--- config.mk ---
export PLATFORM = sky130hd
export DESIGN_NAME = relative_motion_to_quadrature
export DESIGN_NICKNAME = d
export VERILOG_FILES = /design/src/hdl/rmq_pkg.sv /design/src/hdl/rmq_cfg.sv /design/src/hdl/rmq_core.sv /design/src/hdl/relative_motion_to_quadrature.sv
export SDC_FILE = /design/constraint.sdc
export NUM_CORES = 2
export LEC_CHECK = 0
export ABC_AREA = 1
export ABC_CLOCK_PERIOD_IN_PS = 30100
export BUFFER_PORTS_ARGS = -buffer_cell sky130_fd_sc_hd__clkbuf_2
export CAP_MARGIN = 20
export CORE_ASPECT_RATIO = 0.75
export CORE_MARGIN = 2
export CORE_UTILIZATION = 43
export DETAILED_ROUTE_END_ITERATION = 8
export GPL_ROUTABILITY_DRIVEN = 0
export MAX_ROUTING_LAYER = met4
export PLACE_DENSITY = 0.61
export SLEW_MARGIN = 10
export SYNTH_ARGS = -nofsm -noshare
export SYNTH_HDL_FRONTEND = slang
export SYNTH_SLANG_ARGS = --single-unit
--- constraint.sdc ---
create_clock -name clk -period 30.1 [get_ports clk]
set_input_delay 3.01 -clock clk [delete_from_list [all_inputs] [get_ports clk]]
set_output_delay 3.01 -clock clk [all_outputs]
set_load 0.005 [all_outputs]
--- src/hdl/rmq_pkg.sv ---
// Shared types, constants and arithmetic helpers for the relative motion to quadrature block.
package rmq_pkg;

  localparam int ACCUM_BITS = 24;
  localparam int DELTA_BITS = 12;
  localparam int STEP_BITS  = 4;
  localparam int PADDR_BITS = 3;
  localparam int PDATA_BITS = 32;

  localparam logic [STEP_BITS-1:0] STEP_SIZE_RESET = 4'd3;
  localparam logic                 REG_STEP_SIZE   = 1'b0;

  typedef logic signed [ACCUM_BITS-1:0] acc_t;
  typedef logic signed [ACCUM_BITS:0]   acc_ext_t;
  typedef logic        [ACCUM_BITS:0]   gap_mag_t;
  typedef logic        [ACCUM_BITS-1:0] acc_mag_t;
  typedef logic        [2*ACCUM_BITS-1:0] prod_t;
  typedef logic signed [DELTA_BITS:0]   delta_ext_t;

  typedef enum logic [1:0] {
    OP_X_MOTION = 2'd0,
    OP_Y_MOTION = 2'd1,
    OP_BUTTON   = 2'd2,
    OP_TICK     = 2'd3
  } op_t;

  typedef struct packed {
    op_t                          op;
    logic signed [DELTA_BITS-1:0] motion_delta;
    logic                         button_down;
  } item_t;

  typedef struct packed {
    logic x_phase_a;
    logic x_phase_b;
    logic y_phase_a;
    logic y_phase_b;
    logic button_level_n;
    logic x_interrupt;
    logic y_interrupt;
    logic tick_request;
  } result_t;

  // Saturating add of a widened motion delta to an accumulator.
  function automatic acc_t sat_add(acc_t a, delta_ext_t d);
    acc_ext_t s;
    s = acc_ext_t'(a) + acc_ext_t'(d);
    if (s[ACCUM_BITS] != s[ACCUM_BITS-1]) begin
      return {s[ACCUM_BITS], {(ACCUM_BITS-1){~s[ACCUM_BITS]}}};
    end
    return s[ACCUM_BITS-1:0];
  endfunction

  function automatic acc_ext_t gap_diff(acc_t t, acc_t e);
    return acc_ext_t'(t) - acc_ext_t'(e);
  endfunction

  function automatic gap_mag_t ext_mag(acc_ext_t d);
    return d[ACCUM_BITS] ? gap_mag_t'(-d) : gap_mag_t'(d);
  endfunction

  // Two's complement negation of the most negative value still reads
  // correctly once the result is taken as unsigned.
  function automatic acc_mag_t acc_mag(acc_t v);
    return v[ACCUM_BITS-1] ? acc_mag_t'(-v) : acc_mag_t'(v);
  endfunction

endpackage

--- src/hdl/rmq_cfg.sv ---
// Configuration register file holding the step size.
module rmq_cfg (
  input  logic                                 clk,
  input  logic                                 rst,
  input  logic                                 psel,
  input  logic                                 penable,
  input  logic                                 pwrite,
  input  logic [rmq_pkg::PADDR_BITS-1:0]       paddr,
  input  logic [rmq_pkg::PDATA_BITS-1:0]       pwdata,
  output logic [rmq_pkg::PDATA_BITS-1:0]       prdata,
  output logic                                 pready,
  output logic [rmq_pkg::STEP_BITS-1:0]        step_size
);

  logic reg_write;

  assign pready    = 1'b1;
  assign reg_write = psel && penable && pwrite &&
                     (paddr[rmq_pkg::PADDR_BITS-1] == rmq_pkg::REG_STEP_SIZE);

  always_ff @(posedge clk) begin
    if (rst) begin
      step_size <= rmq_pkg::STEP_SIZE_RESET;
    end else if (reg_write) begin
      step_size <= pwdata[rmq_pkg::STEP_BITS-1:0];
    end
  end

  always_comb begin
    prdata = '0;
    if (paddr[rmq_pkg::PADDR_BITS-1] == rmq_pkg::REG_STEP_SIZE) begin
      prdata = rmq_pkg::PDATA_BITS'(step_size);
    end
  end

endmodule

--- src/hdl/rmq_core.sv ---
// Axis accumulators, phase state and the per-item update logic.
module rmq_core (
  input  logic                          clk,
  input  logic                          rst,
  input  logic                          advance,
  input  rmq_pkg::item_t                item,
  input  logic [rmq_pkg::STEP_BITS-1:0] step_size,
  output rmq_pkg::result_t              result
);

  rmq_pkg::acc_t x_target, x_emitted, y_target, y_emitted;
  rmq_pkg::acc_t x_target_next, x_emitted_next, y_target_next, y_emitted_next;
  logic x_a_bit, x_b_bit, y_a_bit, y_b_bit, button_bit;
  logic x_a_bit_next, x_b_bit_next, y_a_bit_next, y_b_bit_next, button_bit_next;

  logic [rmq_pkg::STEP_BITS-1:0] st;
  rmq_pkg::gap_mag_t             st_ext, st_twice;
  rmq_pkg::acc_t                 st_acc;
  rmq_pkg::delta_ext_t           delta_ext;
  rmq_pkg::acc_ext_t             x_diff, y_diff;
  rmq_pkg::gap_mag_t             x_gap, y_gap;
  logic                          x_ok, y_ok, x_step, y_step, x_pos, y_pos;
  rmq_pkg::prod_t                prod_yx, prod_xy;
  rmq_pkg::acc_t                 motion_target;
  logic                          x_int, y_int, req;

  assign st        = (step_size == '0) ? rmq_pkg::STEP_BITS'(1) : step_size;
  assign st_ext    = rmq_pkg::gap_mag_t'(st);
  assign st_twice  = rmq_pkg::gap_mag_t'({st, 1'b0});
  assign st_acc    = rmq_pkg::acc_t'(st);
  assign delta_ext = rmq_pkg::delta_ext_t'(item.motion_delta);

  assign x_diff = rmq_pkg::gap_diff(x_target, x_emitted);
  assign y_diff = rmq_pkg::gap_diff(y_target, y_emitted);
  assign x_gap  = rmq_pkg::ext_mag(x_diff);
  assign y_gap  = rmq_pkg::ext_mag(y_diff);
  assign x_ok   = x_gap >= st_ext;
  assign y_ok   = y_gap >= st_ext;
  assign x_pos  = !x_diff[rmq_pkg::ACCUM_BITS] && (x_diff != '0);
  assign y_pos  = !y_diff[rmq_pkg::ACCUM_BITS] && (y_diff != '0);

  // Cross products pick the axis that lags its share of the motion. A cleared
  // y axis makes both products zero, so the x axis then wins.
  assign prod_yx = rmq_pkg::acc_mag(y_target) * rmq_pkg::acc_mag(x_emitted);
  assign prod_xy = rmq_pkg::acc_mag(x_target) * rmq_pkg::acc_mag(y_emitted);
  assign x_step  = x_ok && (!y_ok || (prod_yx <= prod_xy));
  assign y_step  = !x_step && y_ok;

  always_comb begin
    x_target_next   = x_target;
    x_emitted_next  = x_emitted;
    y_target_next   = y_target;
    y_emitted_next  = y_emitted;
    x_a_bit_next    = x_a_bit;
    x_b_bit_next    = x_b_bit;
    y_a_bit_next    = y_a_bit;
    y_b_bit_next    = y_b_bit;
    button_bit_next = button_bit;
    x_int           = 1'b0;
    y_int           = 1'b0;
    req             = 1'b0;
    motion_target   = '0;
    case (item.op)
      rmq_pkg::OP_X_MOTION: begin
        if (item.motion_delta != '0) begin
          motion_target = rmq_pkg::sat_add(x_target, delta_ext);
          x_target_next = motion_target;
          req = rmq_pkg::ext_mag(rmq_pkg::gap_diff(motion_target, x_emitted)) >= st_ext;
        end
      end
      rmq_pkg::OP_Y_MOTION: begin
        if (item.motion_delta != '0) begin
          motion_target = rmq_pkg::sat_add(y_target, -delta_ext);
          y_target_next = motion_target;
          req = rmq_pkg::ext_mag(rmq_pkg::gap_diff(motion_target, y_emitted)) >= st_ext;
        end
      end
      rmq_pkg::OP_BUTTON: begin
        button_bit_next = !item.button_down;
      end
      rmq_pkg::OP_TICK: begin
        if (!x_ok) begin
          x_target_next  = '0;
          x_emitted_next = '0;
        end
        if (!y_ok) begin
          y_target_next  = '0;
          y_emitted_next = '0;
        end
        // A step never passes the target, so the emitted position needs no
        // saturation here.
        if (x_step) begin
          x_a_bit_next   = !x_a_bit;
          x_b_bit_next   = x_pos ? x_a_bit : !x_a_bit;
          x_emitted_next = x_pos ? x_emitted + st_acc : x_emitted - st_acc;
          x_int          = 1'b1;
        end
        if (y_step) begin
          y_a_bit_next   = !y_a_bit;
          y_b_bit_next   = y_pos ? y_a_bit : !y_a_bit;
          y_emitted_next = y_pos ? y_emitted + st_acc : y_emitted - st_acc;
          y_int          = 1'b1;
        end
        req = (x_step ? (x_gap >= st_twice) : x_ok) ||
              (y_step ? (y_gap >= st_twice) : y_ok);
      end
      default: begin
        req = 1'b0;
      end
    endcase
  end

  always_ff @(posedge clk) begin
    if (rst) begin
      x_target   <= '0;
      x_emitted  <= '0;
      y_target   <= '0;
      y_emitted  <= '0;
      x_a_bit    <= 1'b0;
      x_b_bit    <= 1'b0;
      y_a_bit    <= 1'b0;
      y_b_bit    <= 1'b0;
      button_bit <= 1'b1;
    end else if (advance) begin
      x_target   <= x_target_next;
      x_emitted  <= x_emitted_next;
      y_target   <= y_target_next;
      y_emitted  <= y_emitted_next;
      x_a_bit    <= x_a_bit_next;
      x_b_bit    <= x_b_bit_next;
      y_a_bit    <= y_a_bit_next;
      y_b_bit    <= y_b_bit_next;
      button_bit <= button_bit_next;
    end
  end

  always_comb begin
    result.x_phase_a      = x_a_bit_next;
    result.x_phase_b      = x_b_bit_next;
    result.y_phase_a      = y_a_bit_next;
    result.y_phase_b      = y_b_bit_next;
    result.button_level_n = button_bit_next;
    result.x_interrupt    = x_int;
    result.y_interrupt    = y_int;
    result.tick_request   = req;
  end

endmodule

--- src/hdl/relative_motion_to_quadrature.sv ---
// Top level: input register, update logic, result register and configuration port.
//
//   Channel  | Handshake              | Payload
//   ---------+------------------------+------------------------------------------
//   input    | in_valid / in_ready    | op, motion_delta, button_down
//   result   | out_valid / out_ready  | x/y phase a/b, button_level_n, interrupts,
//            |                        | tick_request
//   config   | psel/penable/pwrite    | paddr, pwdata, prdata, pready
//
// Each item passes through the input register and then the result register, so a result
// is offered once its item moves from the input register into the result register;
// one item is taken per cycle unless a stalled result holds the input register.
// The update logic (gap compare, cross products, step) sits between the two registers.
// Reset clears both valid flags, the axis state and sets step_size to 3.
// A stalled result holds the input register; a new item is still taken while only
// the result register is full.
module relative_motion_to_quadrature (
  input  logic                                  clk,
  input  logic                                  rst,
  input  logic                                  in_valid,
  output logic                                  in_ready,
  input  logic [1:0]                            op,
  input  logic signed [rmq_pkg::DELTA_BITS-1:0] motion_delta,
  input  logic                                  button_down,
  output logic                                  out_valid,
  input  logic                                  out_ready,
  output logic                                  x_phase_a,
  output logic                                  x_phase_b,
  output logic                                  y_phase_a,
  output logic                                  y_phase_b,
  output logic                                  button_level_n,
  output logic                                  x_interrupt,
  output logic                                  y_interrupt,
  output logic                                  tick_request,
  input  logic                                  psel,
  input  logic                                  penable,
  input  logic                                  pwrite,
  input  logic [rmq_pkg::PADDR_BITS-1:0]        paddr,
  input  logic [rmq_pkg::PDATA_BITS-1:0]        pwdata,
  output logic [rmq_pkg::PDATA_BITS-1:0]        prdata,
  output logic                                  pready
);

  logic                          item_valid;
  rmq_pkg::item_t                item;
  logic                          advance;
  logic [rmq_pkg::STEP_BITS-1:0] step_size;
  rmq_pkg::result_t              result;
  rmq_pkg::result_t              result_q;

  assign advance  = item_valid && (!out_valid || out_ready);
  assign in_ready = !item_valid || advance;

  always_ff @(posedge clk) begin
    if (rst) begin
      item_valid <= 1'b0;
      out_valid  <= 1'b0;
    end else begin
      if (in_ready) begin
        item_valid <= in_valid;
      end
      if (advance) begin
        out_valid <= 1'b1;
      end else if (out_ready) begin
        out_valid <= 1'b0;
      end
    end
  end

  always_ff @(posedge clk) begin
    if (in_valid && in_ready) begin
      item.op           <= rmq_pkg::op_t'(op);
      item.motion_delta <= motion_delta;
      item.button_down  <= button_down;
    end
    if (advance) begin
      result_q <= result;
    end
  end

  rmq_cfg u_cfg (
    .clk       (clk),
    .rst       (rst),
    .psel      (psel),
    .penable   (penable),
    .pwrite    (pwrite),
    .paddr     (paddr),
    .pwdata    (pwdata),
    .prdata    (prdata),
    .pready    (pready),
    .step_size (step_size)
  );

  rmq_core u_core (
    .clk       (clk),
    .rst       (rst),
    .advance   (advance),
    .item      (item),
    .step_size (step_size),
    .result    (result)
  );

  assign x_phase_a      = result_q.x_phase_a;
  assign x_phase_b      = result_q.x_phase_b;
  assign y_phase_a      = result_q.y_phase_a;
  assign y_phase_b      = result_q.y_phase_b;
  assign button_level_n = result_q.button_level_n;
  assign x_interrupt    = result_q.x_interrupt;
  assign y_interrupt    = result_q.y_interrupt;
  assign tick_request   = result_q.tick_request;

endmodule
==> summary.txt <==
Layout
  – Non-Filler Cell Area, Final: 63040 um2
  – Nets@finish: 10220
  – Share of layout cells above drive strength 1: 2.729%
  – P&R area growth vs syn: 4.705%
  – Commonest non-fill, non-tap cells in the layout: 2125 x nand2_1, 1850 x inv_1, 972 x fa_1
  – Most common cell after layout, fill and taps aside: nand2_1

Routing
  – Drt wl/cell: 19.55 um
  – Vias: 56050
  – Initial DRC Count: 5319
  – Vias/cell: 5.371
  – DRT antenna net count: 0
  – DRT Wirelength: 204.0 mm
  – DRC: 0
  – Drt first pass iters: 6

Floorplanning
  – Starting Density: 43.48%
  – Die area: 143100 um2
  – Core area: 138500 um2
  – FP Rows: 118
  – Die Y-Extent: 328.1 um
  – IO Count: 100
  – Die Span X: 436.1 um

Clock network
  – Postcts setup bufs: 0
  – Clock transition at path regs: 0.07 ns
  – Clk sink count: 130
  – Hold_buf cts: 0
  – Clk buf depth: 2
  – Root Buffer Master: clkbuf_16
  – Clk_lat worst skew: 0.47 ns
  – Post_cts resized: 0
  – CTS tree: yes
  – Num CTS Buffers: 17
  – H-tree level count: 4

STA
  – RSZ-0062 raised after global routing: no
  – Slew HR: 21.14%
  – Setup total negative slack: 0 ns
  – Fin crit share: 48.26%
  – Tmin final: 14.53 ns
  – Slew Limit Fails: 0
  – Worst-Margin Slew: 1.182 ns
  – Worst Clk Skew: 0.01187 ns
  – Fmax: 0.06884 GHz
  – Final Hold Viols: 0
  – Finish-stage setup viols: 0

Yosys
  – Mapped Area: 60210 um2
  – Synth Register Bits: 130
  – Asr flop ratio synth: 0%
  – Dominant synthesized flop cell: dfxtp_1
  – Mapped Cells: 8633
  – Register area share after synthesis: 4.705%
  – Synth top area share: 32.32%
  – Yosys top cell by area: fa_1
  – Synth Warn #: 0
  – Number of enable flip-flop cells after synthesis: 23
  – Top cells by area, synth: fa_1 32%, nand2_1 13%, ha_1 13%
  – Distinct cells, synth: 53
  – Avg Inst Size Synth: 6.974 um2

Run status
  – Outcome: complete, no violations

Critical path
  – Most frequent CP cell: nand2_1
  – CP max FO: 47
  – Crit path max-delay cell type: nand2_2
  – Reg2Reg Depth: 58
  – Critical path endpoint category: flop
  – Setup crit start kind: flop
  – Arrival @ worst endpoint: 14.75 ns
  – Setup CP Type: flop to flop
  – Reg2reg start: u_core.y_target[0]
  – R2R Setup Slk: 15.57 ns
  – Reg2Reg Capture Point: y_phase_b
  – Slowest Stage Delay on Critical Path: 0.84 ns
  – Worst Path Required: 30.33 ns

Job
  – Max_cap viols: 0

Power and ir drop
  – Leak: 33.66 nW
  – Switching pwr: 3.084 mW
  – Sequential power share: 5.3%
  – Final Power: 4.668 mW
  – Clk pwr share: 4.5%
  – Comb pwr share: 90.1%
  – Sw Ratio: 66.08%
  – Power Density: 74.04 nW/um2
  – Max VDD drop: 0.1863 mV
  – P_int: 1.583 mW

Global routing
  – GR Layer Usage met3: 7.294%
  – Met1 Track Usage GR: 42.23%
  – Initial antenna violation count: 3
  – Vias in the first global route: 55530
  – First-pass GRT wire length: 319.3 mm
  – Met2 Use GR: 41.99%
  – GRT busiest layer: met1
  – GRT Total Usage: 29.54%
  – Largest net degree at the start of global routing: 77
  – GRT overflow: 0

Place
  – DP Wirelength: 165.5 mm
  – Placed cell area: 62460 um2
  – PortBufs: 40

Min path
  – Min-Delay Path Class: flop to flop
  – HP Start: u_core.button_bit
  – Hold Path Cell Cnt: 2
  – Hold EP: u_core.button_bit
[metal layers]
layer  vias up  wire [um]
met1     27030      92060
met2      2614      83510
met5         -          0
li1      26100          -
met3       310      23820
met4         0       4614
[cell usage after synthesis (4+ instances only)]
| cell type | number |
|---|---|
| nand2_1 | 2125 |
| inv_1 | 1850 |
| fa_1 | 972 |
| nor2_1 | 902 |
| ha_1 | 624 |
| a21oi_1 | 468 |
| nand3_1 | 337 |
| o21ai_0 | 221 |
| clkbuf_1 | 178 |
| xor2_1 | 170 |
| nand4_1 | 128 |
| dfxtp_1 | 107 |
| xnor2_1 | 100 |
| nor3_1 | 78 |
| buf_4 | 37 |
| nand3b_1 | 31 |
| a31oi_1 | 23 |
| edfxtp_1 | 23 |
| nor4_1 | 22 |
| clkinv_1 | 20 |
| o21a_1 | 19 |
| buf_2 | 16 |
| nand2_2 | 16 |
| nor2_2 | 15 |
| o211ai_1 | 14 |
| o21bai_1 | 14 |
| or2_2 | 13 |
| a21o_1 | 11 |
| a21boi_0 | 10 |
| o31ai_1 | 10 |
| o221ai_1 | 8 |
| buf_6 | 7 |
| o21ai_1 | 7 |
| inv_2 | 6 |
| nand3_2 | 6 |
| a211oi_1 | 5 |
| and2_1 | 5 |
| o2111ai_1 | 5 |
| nand2_4 | 4 |
[state kept, by name (all words and copies together) (netlist names), 4 cells and up]
signal,cells
u_core.x_emitted,24
u_core.x_target,24
u_core.y_emitted,24
u_core.y_target,24
item,15
u_cfg.step_size,4
[power by group through the flow]
stage / sequential (mW) / combinational (mW) / clock [mW]
6_report: 0.248 / 4.21 / 0.212
5_1_grt: 0.250 / 4.68 / 0.222
4_1_cts: 0.246 / 4.12 / 0.213
3_5_place_dp: 0.250 / 4.10 / 0
3_3_place_gp: 0.250 / 4.04 / 0
2_1_floorplan: 0.229 / 3.13 / 0
[cell families (layout without fill, tap and decap cells)]
logic type	Yosys count	count (layout)	synth area share [%]
DFF	130	130	4.705
AOI/OAI and AO/OA	825	825	7.398
xor gates and xnor gates	272	272	3.982
and+or+nand+nor	3690	3690	25.04
adders and majority gates	1596	1596	45.29
other	2	31	0.01247
buffers and inverters	2118	2033	13.57
[worst max path at each step]
stage | cells past startpoint | start | slack (ns) | end
after floorplan | 63 | u_core.y_target[1] | 19.68 | y_phase_b
after global placement | 60 | u_core.y_target[0] | 15.95 | y_phase_b
after detailed placement | 58 | u_core.y_target[0] | 15.73 | y_phase_b
after CTS | 58 | u_core.y_target[0] | 15.68 | y_phase_b
after global routing | 58 | u_core.y_target[0] | 14.69 | y_phase_b
final | 58 | u_core.y_target[0] | 15.57 | y_phase_b
[final cells by class]
cell class              instances  area [um2]
well taps                    1860        2327
flip-flops and latches        130        2833
clock inverters                 9       70.07
multi-input cells            6412       49420
inverters                    1876        7042
repair buffers                125       838.3
diodes                          2       5.005
clock buffers                  23       510.5
fillers                     14310       75450
[metrics by stage]
step	utilization (%)	hold WS [ns]	setup WS [ns]	cells
finish	45.52	0.5062	15.57	10440
global route	45.52	0.5350	14.69	10440
CTS	45.52	0.5023	15.68	10440
detailed placement	45.10	0.4941	15.73	10400
global placement	45.10	0.4431	15.95	10400
floorplan	-	0.4342	19.68	8660
[worst max-delay path: cells and delay by family (launching register included)]
family	cells	cell delay, ns
xor gates and xnor gates	1	0.21
DFF	1	0.34
adders and majority gates	9	4.48
buffers and inverters	11	1.69
AOI/OAI and AO/OA	8	1.51
and+or+nand+nor	29	5.99
Note: power is estimated with default switching activity, not from simulation.
